===== src/rtl/arts_pkg.sv =====
// Shared types, codes and constants for the address range flag tag store.
// Used by the top module, the datapath and the controller; depends on nothing else.
package arts_pkg;

    // Field widths fixed by the interface.
    localparam int ADDR_W  = 64;
    localparam int LEN_W   = 13;
    localparam int FLAG_W  = 4;
    localparam int FUNC_W  = 3;
    localparam int BYTE_W  = 8;
    localparam int CFG_IDX_W = 3;

    // Default configuration of the store.
    localparam int NUM_REGIONS_DEF    = 4;
    localparam int REGION_ENTRIES_DEF = 4096;

    // Largest region length the length register can hold.
    localparam int LEN_MAX = (1 << LEN_W) - 1;

    // Operation codes.
    localparam logic [FUNC_W-1:0] FUNC_SET   = 3'd0;
    localparam logic [FUNC_W-1:0] FUNC_CLR   = 3'd1;
    localparam logic [FUNC_W-1:0] FUNC_TEST  = 3'd2;
    localparam logic [FUNC_W-1:0] FUNC_READ  = 3'd3;
    localparam logic [FUNC_W-1:0] FUNC_HOLE  = 3'd4;
    localparam logic [FUNC_W-1:0] FUNC_CLRALL = 3'd5;

    typedef struct packed {
        logic [FUNC_W-1:0] func;
        logic [ADDR_W-1:0] addr;
        logic [LEN_W-1:0]  length;
        logic [FLAG_W-1:0] flag_mask;
    } item_t;

    typedef struct packed {
        logic              hit;
        logic              test_result;
        logic [FLAG_W-1:0] flag_value;
        logic              hole_found;
        logic [ADDR_W-1:0] hole_start;
        logic [LEN_W-1:0]  hole_length;
    } result_t;

    // Commands from the controller to the datapath.
    typedef struct packed {
        logic load_item;
        logic lookup;
        logic clr_step;
        logic rd_cur;
        logic rd_pos;
        logic mod_wr;
        logic hole_step;
        logic res_load;
        logic res_zero;
    } cmd_t;

    // Status from the datapath to the controller.
    typedef struct packed {
        logic [FUNC_W-1:0] func;
        logic              hit;
        logic              cur_lt_end;
        logic              next_lt_end;
        logic              hole_stop;
        logic              clr_last;
    } status_t;

endpackage


===== src/rtl/arts_ctrl.sv =====
// Controller of the tag store: sequences clearing sweeps, range walks,
// hole searches and the result handshake. Depends on arts_pkg.
module arts_ctrl (
    input  logic              clk,
    input  logic              rst_n,
    input  logic              item_valid,
    input  logic              result_stall,
    input  arts_pkg::status_t status,
    output arts_pkg::cmd_t    cmd,
    output logic              ready,
    output logic              result_valid
);

    typedef enum logic [3:0] {
        ST_CLEAR, ST_IDLE, ST_LOOKUP, ST_DISP, ST_S_RD, ST_S_MOD,
        ST_H_RD, ST_H_EV, ST_F_RD, ST_F_EV, ST_OUT
    } state_t;

    state_t state_reg, state_next;
    logic   reply_reg, reply_next;
    logic   ready_reg, valid_reg;
    logic   accept;

    assign accept = item_valid && ready_reg;

    // Next state and commands.
    always_comb
    begin
        state_next = state_reg;
        reply_next = reply_reg;
        cmd        = '0;
        unique case (state_reg)
            ST_CLEAR:
            begin
                cmd.clr_step = 1'b1;
                if (status.clr_last)
                begin
                    cmd.res_zero = reply_reg;
                    state_next   = reply_reg ? ST_OUT : ST_IDLE;
                end
            end
            ST_IDLE:
            begin
                if (accept)
                begin
                    cmd.load_item = 1'b1;
                    state_next    = ST_LOOKUP;
                end
            end
            ST_LOOKUP:
            begin
                cmd.lookup = 1'b1;
                if (status.func == arts_pkg::FUNC_CLRALL)
                begin
                    reply_next = 1'b1;
                    state_next = ST_CLEAR;
                end
                else if (status.func > arts_pkg::FUNC_CLRALL)
                begin
                    cmd.res_zero = 1'b1;
                    state_next   = ST_OUT;
                end
                else
                begin
                    state_next = ST_DISP;
                end
            end
            ST_DISP:
            begin
                if (!status.hit)
                begin
                    cmd.res_zero = 1'b1;
                    state_next   = ST_OUT;
                end
                else
                begin
                    case (status.func) inside
                        arts_pkg::FUNC_SET, arts_pkg::FUNC_CLR:
                            state_next = status.cur_lt_end ? ST_S_RD : ST_F_RD;
                        arts_pkg::FUNC_HOLE:
                            state_next = ST_H_RD;
                        default:
                            state_next = ST_F_RD;
                    endcase
                end
            end
            ST_S_RD:
            begin
                cmd.rd_cur = 1'b1;
                state_next = ST_S_MOD;
            end
            ST_S_MOD:
            begin
                cmd.mod_wr = 1'b1;
                state_next = status.next_lt_end ? ST_S_RD : ST_F_RD;
            end
            ST_H_RD:
            begin
                cmd.rd_cur = 1'b1;
                state_next = ST_H_EV;
            end
            ST_H_EV:
            begin
                cmd.hole_step = 1'b1;
                state_next    = status.hole_stop ? ST_F_RD : ST_H_RD;
            end
            ST_F_RD:
            begin
                cmd.rd_pos = 1'b1;
                state_next = ST_F_EV;
            end
            ST_F_EV:
            begin
                cmd.res_load = 1'b1;
                state_next   = ST_OUT;
            end
            ST_OUT:
            begin
                if (!result_stall)
                begin
                    reply_next = 1'b0;
                    state_next = ST_IDLE;
                end
            end
            default:
            begin
                state_next = ST_IDLE;
            end
        endcase
    end

    // State and registered handshake outputs.
    always_ff @(posedge clk or negedge rst_n)
    begin
        if (!rst_n)
        begin
            state_reg <= ST_CLEAR;
            reply_reg <= 1'b0;
            ready_reg <= 1'b0;
            valid_reg <= 1'b0;
        end
        else
        begin
            state_reg <= state_next;
            reply_reg <= reply_next;
            ready_reg <= (state_next == ST_IDLE);
            valid_reg <= (state_next == ST_OUT);
        end
    end

    assign ready        = ready_reg;
    assign result_valid = valid_reg;

endmodule

===== config.mk =====
export PLATFORM = sky130hd
export DESIGN_NAME = arts_ctrl
export DESIGN_NICKNAME = d
export VERILOG_FILES = /design/src/rtl/arts_pkg.sv /design/src/rtl/arts_ctrl.sv
export SDC_FILE = /design/constraint.sdc
export NUM_CORES = 1
export LEC_CHECK = 0
export BUFFER_PORTS_ARGS = -buffer_cell sky130_fd_sc_hd__buf_4
export CORE_AREA = 10 10 51 53
export CTS_CLUSTER_DIAMETER = 200
export DETAILED_ROUTE_END_ITERATION = 16
export DIE_AREA = 0 0 61 63
export PLACE_DENSITY = 0.75
export RECOVER_POWER = 25
export SYNTH_ARGS = -nofsm -noshare
export SYNTH_HDL_FRONTEND = slang
export SYNTH_SLANG_ARGS = --single-unit
export TNS_END_PERCENT = 10

===== constraint.sdc =====
create_clock -name clk -period 2.4 [get_ports clk]
set_clock_uncertainty 0.1 [all_clocks]
set_input_delay 0.24 -clock clk [delete_from_list [all_inputs] [get_ports clk]]
set_output_delay 0.24 -clock clk [all_outputs]
set_load 0.01 [all_outputs]

==> results of run 1 <==
[worst reg2reg max path, cell delays in order, from the launching register on]
cell	delay, ns
dfrtp_1	0.61
nand2b_1	0.33
or3b_1	0.16
a21oi_1	0.06
or4b_4	0.51
nor4_2	0.27
[power by group through the flow]
stage | combinational (µW) | sequential (µW) | clock (µW)
after CTS | 505 | 284 | 112
after global routing | 552 | 303 | 123
after global placement | 491 | 285 | 0
after floorplan | 473 | 200 | 0
final | 503 | 289 | 107
after detailed placement | 499 | 285 | 0
[cells by family after synthesis]
group           after synthesis
compound gates               19
simple gates                 40
flops                         7
buf+inv                       8
[final timing paths]
| path | startpoint | cells past startpoint | to |
|---|---|---|---|
| setup / recovery | state_reg[3]$_DFF_PN0_ | 5 | ready$_DFF_PN0_ |
| hold / removal | result_stall | 3 | reply_reg$_DFFE_PN0P_ |
| setup reg to reg | state_reg[3]$_DFF_PN0_ | 5 | ready$_DFF_PN0_ |
| hold reg to reg | reply_reg$_DFFE_PN0P_ | 2 | reply_reg$_DFFE_PN0P_ |
| max in group asynchronous | rst_n | 2 | state_reg[1]$_DFF_PN0_ |
| min in group asynchronous | rst_n | 2 | ready$_DFF_PN0_ |
[layer usage]
| layer | part of all wire, % | vias up |
|---|---|---|
| met3 | 6.9 | 4 |
| li1 | - | 322 |
| met2 | 49 | 26 |
| met4 | 2.7 | 0 |
| met5 | 0 | - |
| met1 | 42 | 308 |
[timing repair]
action | in CTS | in global routing
hold buffers | 1 | 0
endpoints found under the hold margin | 7 | 0
setup buffers | 0 | 0
setup endpoints to repair | 0 | 0
[per-stage QoR]
| step | cells | setup slack (ns) |
|---|---|---|
| floorplan | 74 | 0.6481 |
| global placement | 108 | 0.2995 |
| detailed placement | 108 | 0.3122 |
| CTS | 113 | 0.2493 |
| global route | 113 | 0.1075 |
| finish | 113 | 0.2510 |
[cell usage in the layout, fill, tap and decap left out, types with 3 or more instances in the layout]
master / synthesis / final
a21oi_1: 5 / 5
buf_4: 0 / 21
clkbuf_4: 0 / 3
dfrtp_1: 7 / 7
inv_1: 3 / 3
nand2_1: 8 / 8
nand2b_1: 4 / 4
nor2_1: 8 / 8
nor2b_1: 3 / 3
nor4_1: 3 / 3
o21ai_0: 4 / 4
[layout make-up]
type | instances | area [µm²]
Fill cell | 179 | 854.6
Multi-Input combinational cell | 59 | 391.6
Sequential cell | 7 | 175.2
Timing Repair Buffer | 23 | 171.4
Clock buffer | 4 | 26.28
Tap cell | 17 | 21.27
Inverter | 3 | 11.26
==> metrics, run 1 <==
IO buf count 22; adder-cell area share of the yosys netlist 0%; Main synth FF type dfrtp_1; Cell Area, Synth 628.1 µm²; CP max-delay cell dfrtp_1; number of max-slew violations in the final report 0; Resized cells post-CTS 0; core area 1652 µm²; worst IR drop on VDD 0.0005741 V; DRC Markers 0; fin area 797.0 µm²; Final #Nets 109; Yosys warnings 0; TritonCTS clock tree yes; Via density 5.841; Clock Path Buffers 2; switching part of the total 47.08%; Ports 23; synth unique cells 32; cell chain of the critical path nand2b_1 -> or3b_1 -> a21oi_1 -> or4b_4 -> nor4_2; layout cells sized above 1 35.42%; CTS Root Cell clkbuf_4; die height 63 µm; slowest stage delay, CP 0.61 ns; Routed wire per std cell 16.21 µm; multiplexer share of the synthesized area 0%; sum of negative setup slack 0 ns; Routability Congestion 0.8357; Final Power 899.6 µW; total grt overflow 0; Syn-to-layout area delta 26.89%; startpoint types flop; Async SR Flop Fraction 100.0%; H-tree Lvls 1; Total Wirelength 1832 µm; Worst Path Buf+Inv 0; RSZ-0062 raised after global routing no; Worst setup EP type flop; initial drt markers 17; grt met1 use 11.83%; clk sink count 7; die outline area 3843 µm²; CP Max Fanout 12; Static Leakage 0.0003468 µW; Post-Synth Simple-Gate Area 39.84%; WP data arrival 2.20 ns; Hold Path Class primary input to flop; CTS clk-pin slew, worst paths 0.05 ns; top-area cell type share of the netlist area 27.89%; placed cell areas 764.5 µm²; minimum clock period 2.149 ns; status finished clean; P_sw 423.6 µW; #FFs+latches synth 7; number of synthesized flops with an enable pin 0; post-synth top area cell dfrtp_1; CP delay by family, top simple AND/OR/NAND/NOR gates; sequential area share after synthesis 27.89%; Synth Area in Compound Gates 22.51%; final core occ 48.26%; XOR/XNOR share of the synthesized area 0%; drt pass-1 iters 4; Gate Count Post-Synth 74; sequential share of power 32.2%; cts bufs inserted 3; Worst Path Required 2.46 ns; hpwl dp 1434 µm; Fmax 465.3 MHz; initial antenna violation count 0; Synth Area per Inst 8.488 µm²; first-pass GRT wire length 3063 µm; FP Rows 15; Max-cap violations 0; GR met3 Demand/Resource 3.659%; Pint 476.0 µW; Slew HR 64.63%; final worst-path cycle share 89.54%; Tot GR Track Use 9.868%; largest net degree at the start of global routing 19; DRT antenna net count 0; pwr dens 1129 nW/µm²; most frequent cells after synthesis nand2_1 (8), nor2_1 (8), dfrtp_1 (7); grt peak-use layer met2; Worst-Margin Slew 0.5306 ns; via count 660; critical path class flop to flop; largest family of logic cells by synthesized area simple AND/OR/NAND/NOR gates; Mapped Nets 86; # setup viols final 0; vias in the first global route 685; Area contributors post-synth dfrtp_1 (28%), buf_6 (7.2%), nand2_1 (4.8%); Final Hold Vio Count 0; Reg2Reg Setup Slack 0.25 ns; Ant. Diodes 0; Die Wd 61 µm; max FFs per register 4; WHS 0.1419 ns; met2 Use GR 14.80%; clock share of power 11.9%; Clk Latency, worst-skew pair 0.25 ns; Logic pwr share 55.9%; initial core utilization 38.03%
(Power assumes the default switching activity.)
==> inputs of run 2 (changes only) <==
--- a/constraint.sdc
+++ b/constraint.sdc
@@ -4,2 +4,2 @@
 set_output_delay 0.24 -clock clk [all_outputs]
-set_load 0.01 [all_outputs]
+set_load 0.05 [all_outputs]
==> run 2 against run 1 <==
  * Via count is 3.5% lower
  * Cell area is 4.6% higher
  * Sequential cell count stayed put
  * Routed wire length is 8.5% lower
  * Largest cell class unchanged
  * Power rose by 21%
  * Count of clock-buffer cells in the layout unchanged
  * Non-clock buffer count grew 2
  * First-iteration DRC count is 24% lower
  * Final cell count up 1.8%
  * Clock power shrank 6%
==> metrics, run 2 (same netlist as run 1, synthesis figures left out) <==
total grt overflow 0 (unchanged); fin area 833.3 µm² (+4.6%); Via density 5.539 (-5.2%); RSZ-0062 raised after global routing no; number of max-slew violations in the final report 0 (unchanged); Worst-Margin Slew 0.5432 ns (+0.01263 ns); switching part of the total 52.99% (+5.9 points); initial core utilization 38.03% (unchanged); IO buf count 22 (unchanged); Slew HR 63.79% (-0.84 points); Tot GR Track Use 8.858% (-1.0 points); via count 637 (-3.5%); Die Wd 61 µm (unchanged); DP Worst Slack 0.3069 ns (-0.005374 ns); Final #Nets 111 (+1.8%); clk sink count 7 (unchanged); largest net degree at the start of global routing 15 (-4); TritonCTS clock tree yes; cts bufs inserted 3 (unchanged); initial antenna violation count 0 (unchanged); Ports 23 (unchanged); worst IR drop on VDD 0.0006490 V (+13%); H-tree Lvls 1 (unchanged); DRT antenna net count 0 (unchanged); hpwl dp 1377 µm (-4.0%); FP Rows 15 (unchanged); initial drt markers 13 (-4); Worst setup EP type flop; Multi-input gate area 412.9 µm² (+5.4%); Fmax 473.2 MHz (+1.7%); register area 175.2 µm² (unchanged); met2 wire length 858 µm (-4.0%); postcts setup bufs 0 (unchanged); Routability Congestion 0.8363 (about the same); Max-cap violations 0 (unchanged); Logic pwr share 65.9% (+10 points); Ant. Diodes 0 (unchanged); WP data arrival 2.16 ns (-0.04 ns); filler instances 170 (-5.0%); startpoint types flop; Clk Latency, worst-skew pair 0.25 ns (about the same); DRC Markers 0 (unchanged); most frequent cells in the layout buf_4 (23), nand2_1 (8), nor2_1 (8); core area 1652 µm² (unchanged); WL met3 121 µm (-4.0%); Hold Path Class primary input to flop; cell chain of the critical path nand2b_1 -> or3b_1 -> a21oi_1 -> or4b_4 -> nor4_2; first-pass GRT wire length 2794 µm (-8.8%); sequential share of power 24.8% (-7.4 points); slowest stage delay, CP 0.57 ns (-0.04 ns); clock share of power 9.3% (-2.6 points); sum of negative setup slack 0 ns (unchanged); die outline area 3843 µm² (unchanged); placed cell areas 800.8 µm² (+4.7%); Worst Path Required 2.44 ns (-0.02 ns); max FFs per register 4 (unchanged); final worst-path cycle share 88.06% (-1.5 points); max layer used met3; WL met1 695 µm (-8.7%); vias in the first global route 667 (-2.6%); pwr dens 1305 nW/µm² (+16%); layout cells sized above 1 38.78% (+3.4 points); Syn-to-layout area delta 32.67%; # setup viols final 0 (unchanged); commonest non-fill, non-tap cell in the layout buf_4; CTS clk-pin slew, worst paths 0.05 ns (about the same); Routed wire per std cell 14.57 µm (-10%); CTS Root Cell clkbuf_4; CP Max Fanout 14 (+2); die height 63 µm (unchanged); Clock Path Buffers 2 (unchanged); CP max-delay cell dfrtp_1; final worst slack 0.2865 ns (+0.03552 ns); status finished clean; Pint 511.4 µW (+7.4%); drt pass-1 iters 4 (unchanged); Static Leakage 0.0003612 µW (+4.2%); Final Hold Vio Count 0 (unchanged); P_sw 576.4 µW (+36%); critical path class flop to flop; Total Wirelength 1676 µm (-8.5%); minimum clock period 2.113 ns (-0.03551 ns)
## run 2: changes by cell type in the layout (fill, tap and decap cells not counted), sizes merged
cell / delta
buf: +2
## run 2: cell type report
class / count / share of cell area, %
clock buffers: 4 / 3.153
well taps: 17 / 2.553
multi-input cells: 59 / 49.55
inverters: 3 / 1.351
repair buffers: 25 / 22.37
flip-flops and latches: 7 / 21.02
## run 2: per-stage QoR
| stage | hold slack (ns) | utilization, % | total power [µW] | instances |
|---|---|---|---|---|
| detailed placement | -0.04526 | 48.48 | 990.0 | 110 |
| CTS | 0.1354 | 50.68 | 1100 | 115 |
| global placement | -0.04581 | 48.48 | 976.0 | 110 |
| global route | 0.1461 | 50.45 | 1175 | 115 |
| finish | 0.1413 | 50.45 | 1088 | 115 |
| floorplan | -0.1556 | - | 847.6 | 74 |
## run 2: path summary, 6_finish.rpt
path                                               end                    from  cells after the start  slack, ns
min in group asynchronous       state_reg[0]$_DFF_PN0_                   rst_n                      2       0.31
worst min-delay path             reply_reg$_DFFE_PN0P_            result_stall                      3       0.14
max in group asynchronous       state_reg[2]$_DFF_PN0_                   rst_n                      2       1.63
worst min register to register   reply_reg$_DFFE_PN0P_   reply_reg$_DFFE_PN0P_                      2       0.49
worst max register to register         ready$_DFF_PN0_  state_reg[2]$_DFF_PN0_                      5       0.29
worst max-delay path                   ready$_DFF_PN0_  state_reg[2]$_DFF_PN0_                      5       0.29
## run 2: repair_timing
action | 4_1_cts | 5_1_grt
hold buffers | 1 | 0
gates resized for setup | 0 | 0
endpoints found under the hold margin | 7 | 0
## run 2: power by group through the flow
| stage | registers, µW | logic [µW] | clock network [µW] |
|---|---|---|---|
| after floorplan | 225 | 622 | 0 |
| after global placement | 267 | 709 | 0 |
| after detailed placement | 272 | 718 | 0 |
| after CTS | 270 | 722 | 107 |
| after global routing | 282 | 777 | 116 |
| final | 270 | 717 | 101 |
## run 2: metal layers
layer | vias to the layer above | track usage (%)
met3 | 0 | 4.065
met5 | - | 0
met2 | 24 | 13.90
met1 | 292 | 10.56
met4 | 0 | 1.923
li1 | 321 | -
## run 2: critical path: cells and delay by family (launching register included)
family          cells  cell delay, ns
compound gates      1            0.06
flops               1            0.57
simple gates        4            1.28
==> inputs of run 3 (changes only) <==
CORE_AREA = 10 10 54 56   (was 10 10 51 53)
DIE_AREA = 0 0 64 66   (was 0 0 61 63)
PLACE_DENSITY = 0.68   (was 0.75)
==> run 3 against run 2 <==
  * Utilization fell by 6.3 points
  * Critical path depth decreased by 1
  * Register-to-register slack barely moved
  * Combinational power shrank 3.1%
  * Clock power up 6%
  * Global-route usage down 0.26 points
==> metrics, run 3 (same netlist as run 1, synthesis figures left out) <==
Clock Path Buffers 2 (unchanged); Multi-input gate area 412.9 µm² (unchanged); cell chain of the critical path nor4b_4 -> nand3_2 -> o211ai_1 -> buf_4; Worst setup EP type output pin; Worst Path Required 2.06 ns (-0.38 ns); Ant. Diodes 0 (unchanged); CTS Root Cell clkbuf_4; Clk Latency, worst-skew pair 0.25 ns (about the same); largest net degree at the start of global routing 19 (+4); switching part of the total 53.86% (+0.88 points); WHS 0.1261 ns (-0.01516 ns); CP max-delay cell dfrtp_1; Resized cells post-CTS 0 (unchanged); Max-cap violations 0 (unchanged); via count 632 (-0.78%); final worst-path cycle share 89.51% (+1.4 points); minimum clock period 2.148 ns (+0.03476 ns); WP data arrival 1.81 ns (-0.35 ns); H-tree Lvls 1 (unchanged); Ports 23 (unchanged); vias in the first global route 614 (-7.9%); commonest non-fill, non-tap cell in the layout buf_4; hpwl dp 1407 µm (+2.1%); Via density 5.097 (-8.0%); initial antenna violation count 0 (unchanged); pwr dens 1287 nW/µm² (-1.4%); critical path class flop to output pin; Final Power 1081 µW (-0.65%); Finished Layout Cells 124 (+7.8%); Pint 498.6 µW (-2.5%); Static Leakage 0.0003591 µW (-0.60%); CTS clk-pin slew, worst paths 0.06 ns (about the same); initial drt markers 16 (+3); FP Rows 16 (+1); # setup viols final 0 (unchanged); Syn-to-layout area delta 33.67%; status finished clean; TritonCTS clock tree yes; Routability Congestion 0.8148 (-2.6%); layout cells sized above 1 39.18% (+0.40 points); final worst slack 0.2518 ns (-0.03476 ns); Total Wirelength 1762 µm (+5.1%); hold buffers post-CTS 1 (unchanged); core area 1902 µm² (+15%); most frequent cells in the layout buf_4 (22), nand2_1 (8), nor2_1 (8); die outline area 4224 µm² (+9.9%); Tot GR Track Use 8.599% (-0.26 points); P_sw 582.1 µW (+1.0%); total grt overflow 0 (unchanged); sequential share of power 25.8% (+1.0 points); first-pass GRT wire length 2884 µm (+3.2%); clock share of power 9.9% (+0.6 points); die height 66 µm (+4.8%); number of max-slew violations in the final report 0 (unchanged); IO buf count 22 (unchanged); number of instances in the placed design 119 (+8.2%); postcts setup bufs 0 (unchanged); max FFs per register 4 (unchanged); Worst-Margin Slew 0.5652 ns (+0.02202 ns); Fmax 465.5 MHz (-1.6%); initial core utilization 33.03% (-5.0 points); filler instances 202 (+19%); startpoint types flop; Final #Nets 110 (-0.90%); Die Wd 64 µm (+4.9%); worst IR drop on VDD 0.0008761 V (+35%); RSZ-0062 raised after global routing no; Hold Path Class primary input to flop; DRT antenna net count 0 (unchanged); Final Hold Vio Count 0 (unchanged); Logic pwr share 64.3% (-1.6 points); CP Max Fanout 14 (unchanged); DRC Markers 0 (unchanged); slowest stage delay, CP 0.58 ns (about the same); drt pass-1 iters 4 (unchanged); Slew HR 62.32% (-1.5 points); DP Worst Slack 0.2978 ns (-0.009035 ns); register area 175.2 µm² (unchanged); Routed wire per std cell 14.21 µm (-2.5%); cts bufs inserted 3 (unchanged); clk sink count 7 (unchanged)
==> run 3: cell types whose count changed in the layout (fill, tap and decap cells not counted), sizes merged <==
cell,delta
clkbuf,-1
buf,-1
clkinv,+1
==> run 3: path summary, 6_finish.rpt <==
path	to	startpoint	cells past startpoint	slack [ns]
hold reg to reg	reply_reg$_DFFE_PN0P_	reply_reg$_DFFE_PN0P_	2	0.49
hold / removal	reply_reg$_DFFE_PN0P_	result_stall	3	0.13
setup reg to reg	ready$_DFF_PN0_	state_reg[2]$_DFF_PN0_	5	0.30
setup / recovery	cmd[0]	state_reg[2]$_DFF_PN0_	4	0.25
max in group asynchronous	state_reg[1]$_DFF_PN0_	rst_n	2	1.61
min in group asynchronous	state_reg[0]$_DFF_PN0_	rst_n	2	0.32
==> run 3: area by class of cell <==
cell class | count | area share [%]
repair buffers | 24 | 21.31
well taps | 27 | 4.024
inverters | 3 | 1.341
clock inverters | 1 | 0.5961
multi-input cells | 59 | 49.18
clock buffers | 3 | 2.683
flip-flops and latches | 7 | 20.86
==> run 3: worst max-delay path, delay by kind of cell (launching register included) <==
family          cells  cell delay (ns)
simple gates        2             0.63
flops               1             0.58
buf+inv             1             0.23
compound gates      1             0.11
==> run 3: power by group through the flow <==
stage,clock (µW),combinational (µW),sequential (µW)
6_report,107,695,279
5_1_grt,117,754,288
4_1_cts,112,705,276
3_5_place_dp,0,701,279
3_3_place_gp,0,698,277
2_1_floorplan,0,622,225
==> run 3: through the flow <==
step	util, %	setup TNS (ns)	cell area, µm²
2_1_floorplan	-	-0.1596	649.4
6_report	44.14	0	839.6
5_1_grt	44.14	0	839.6
3_5_place_dp	42.37	0	805.8
3_3_place_gp	42.37	0	805.8
4_1_cts	44.34	0	843.3
==> run 3: metal layers <==
metal	up-vias	share of wire (%)	track usage [%]
li1	319	-	-
met1	289	48	10.06
met2	22	46	13.81
met3	2	4.9	3.051
met4	0	1.1	3.825
met5	-	0	0
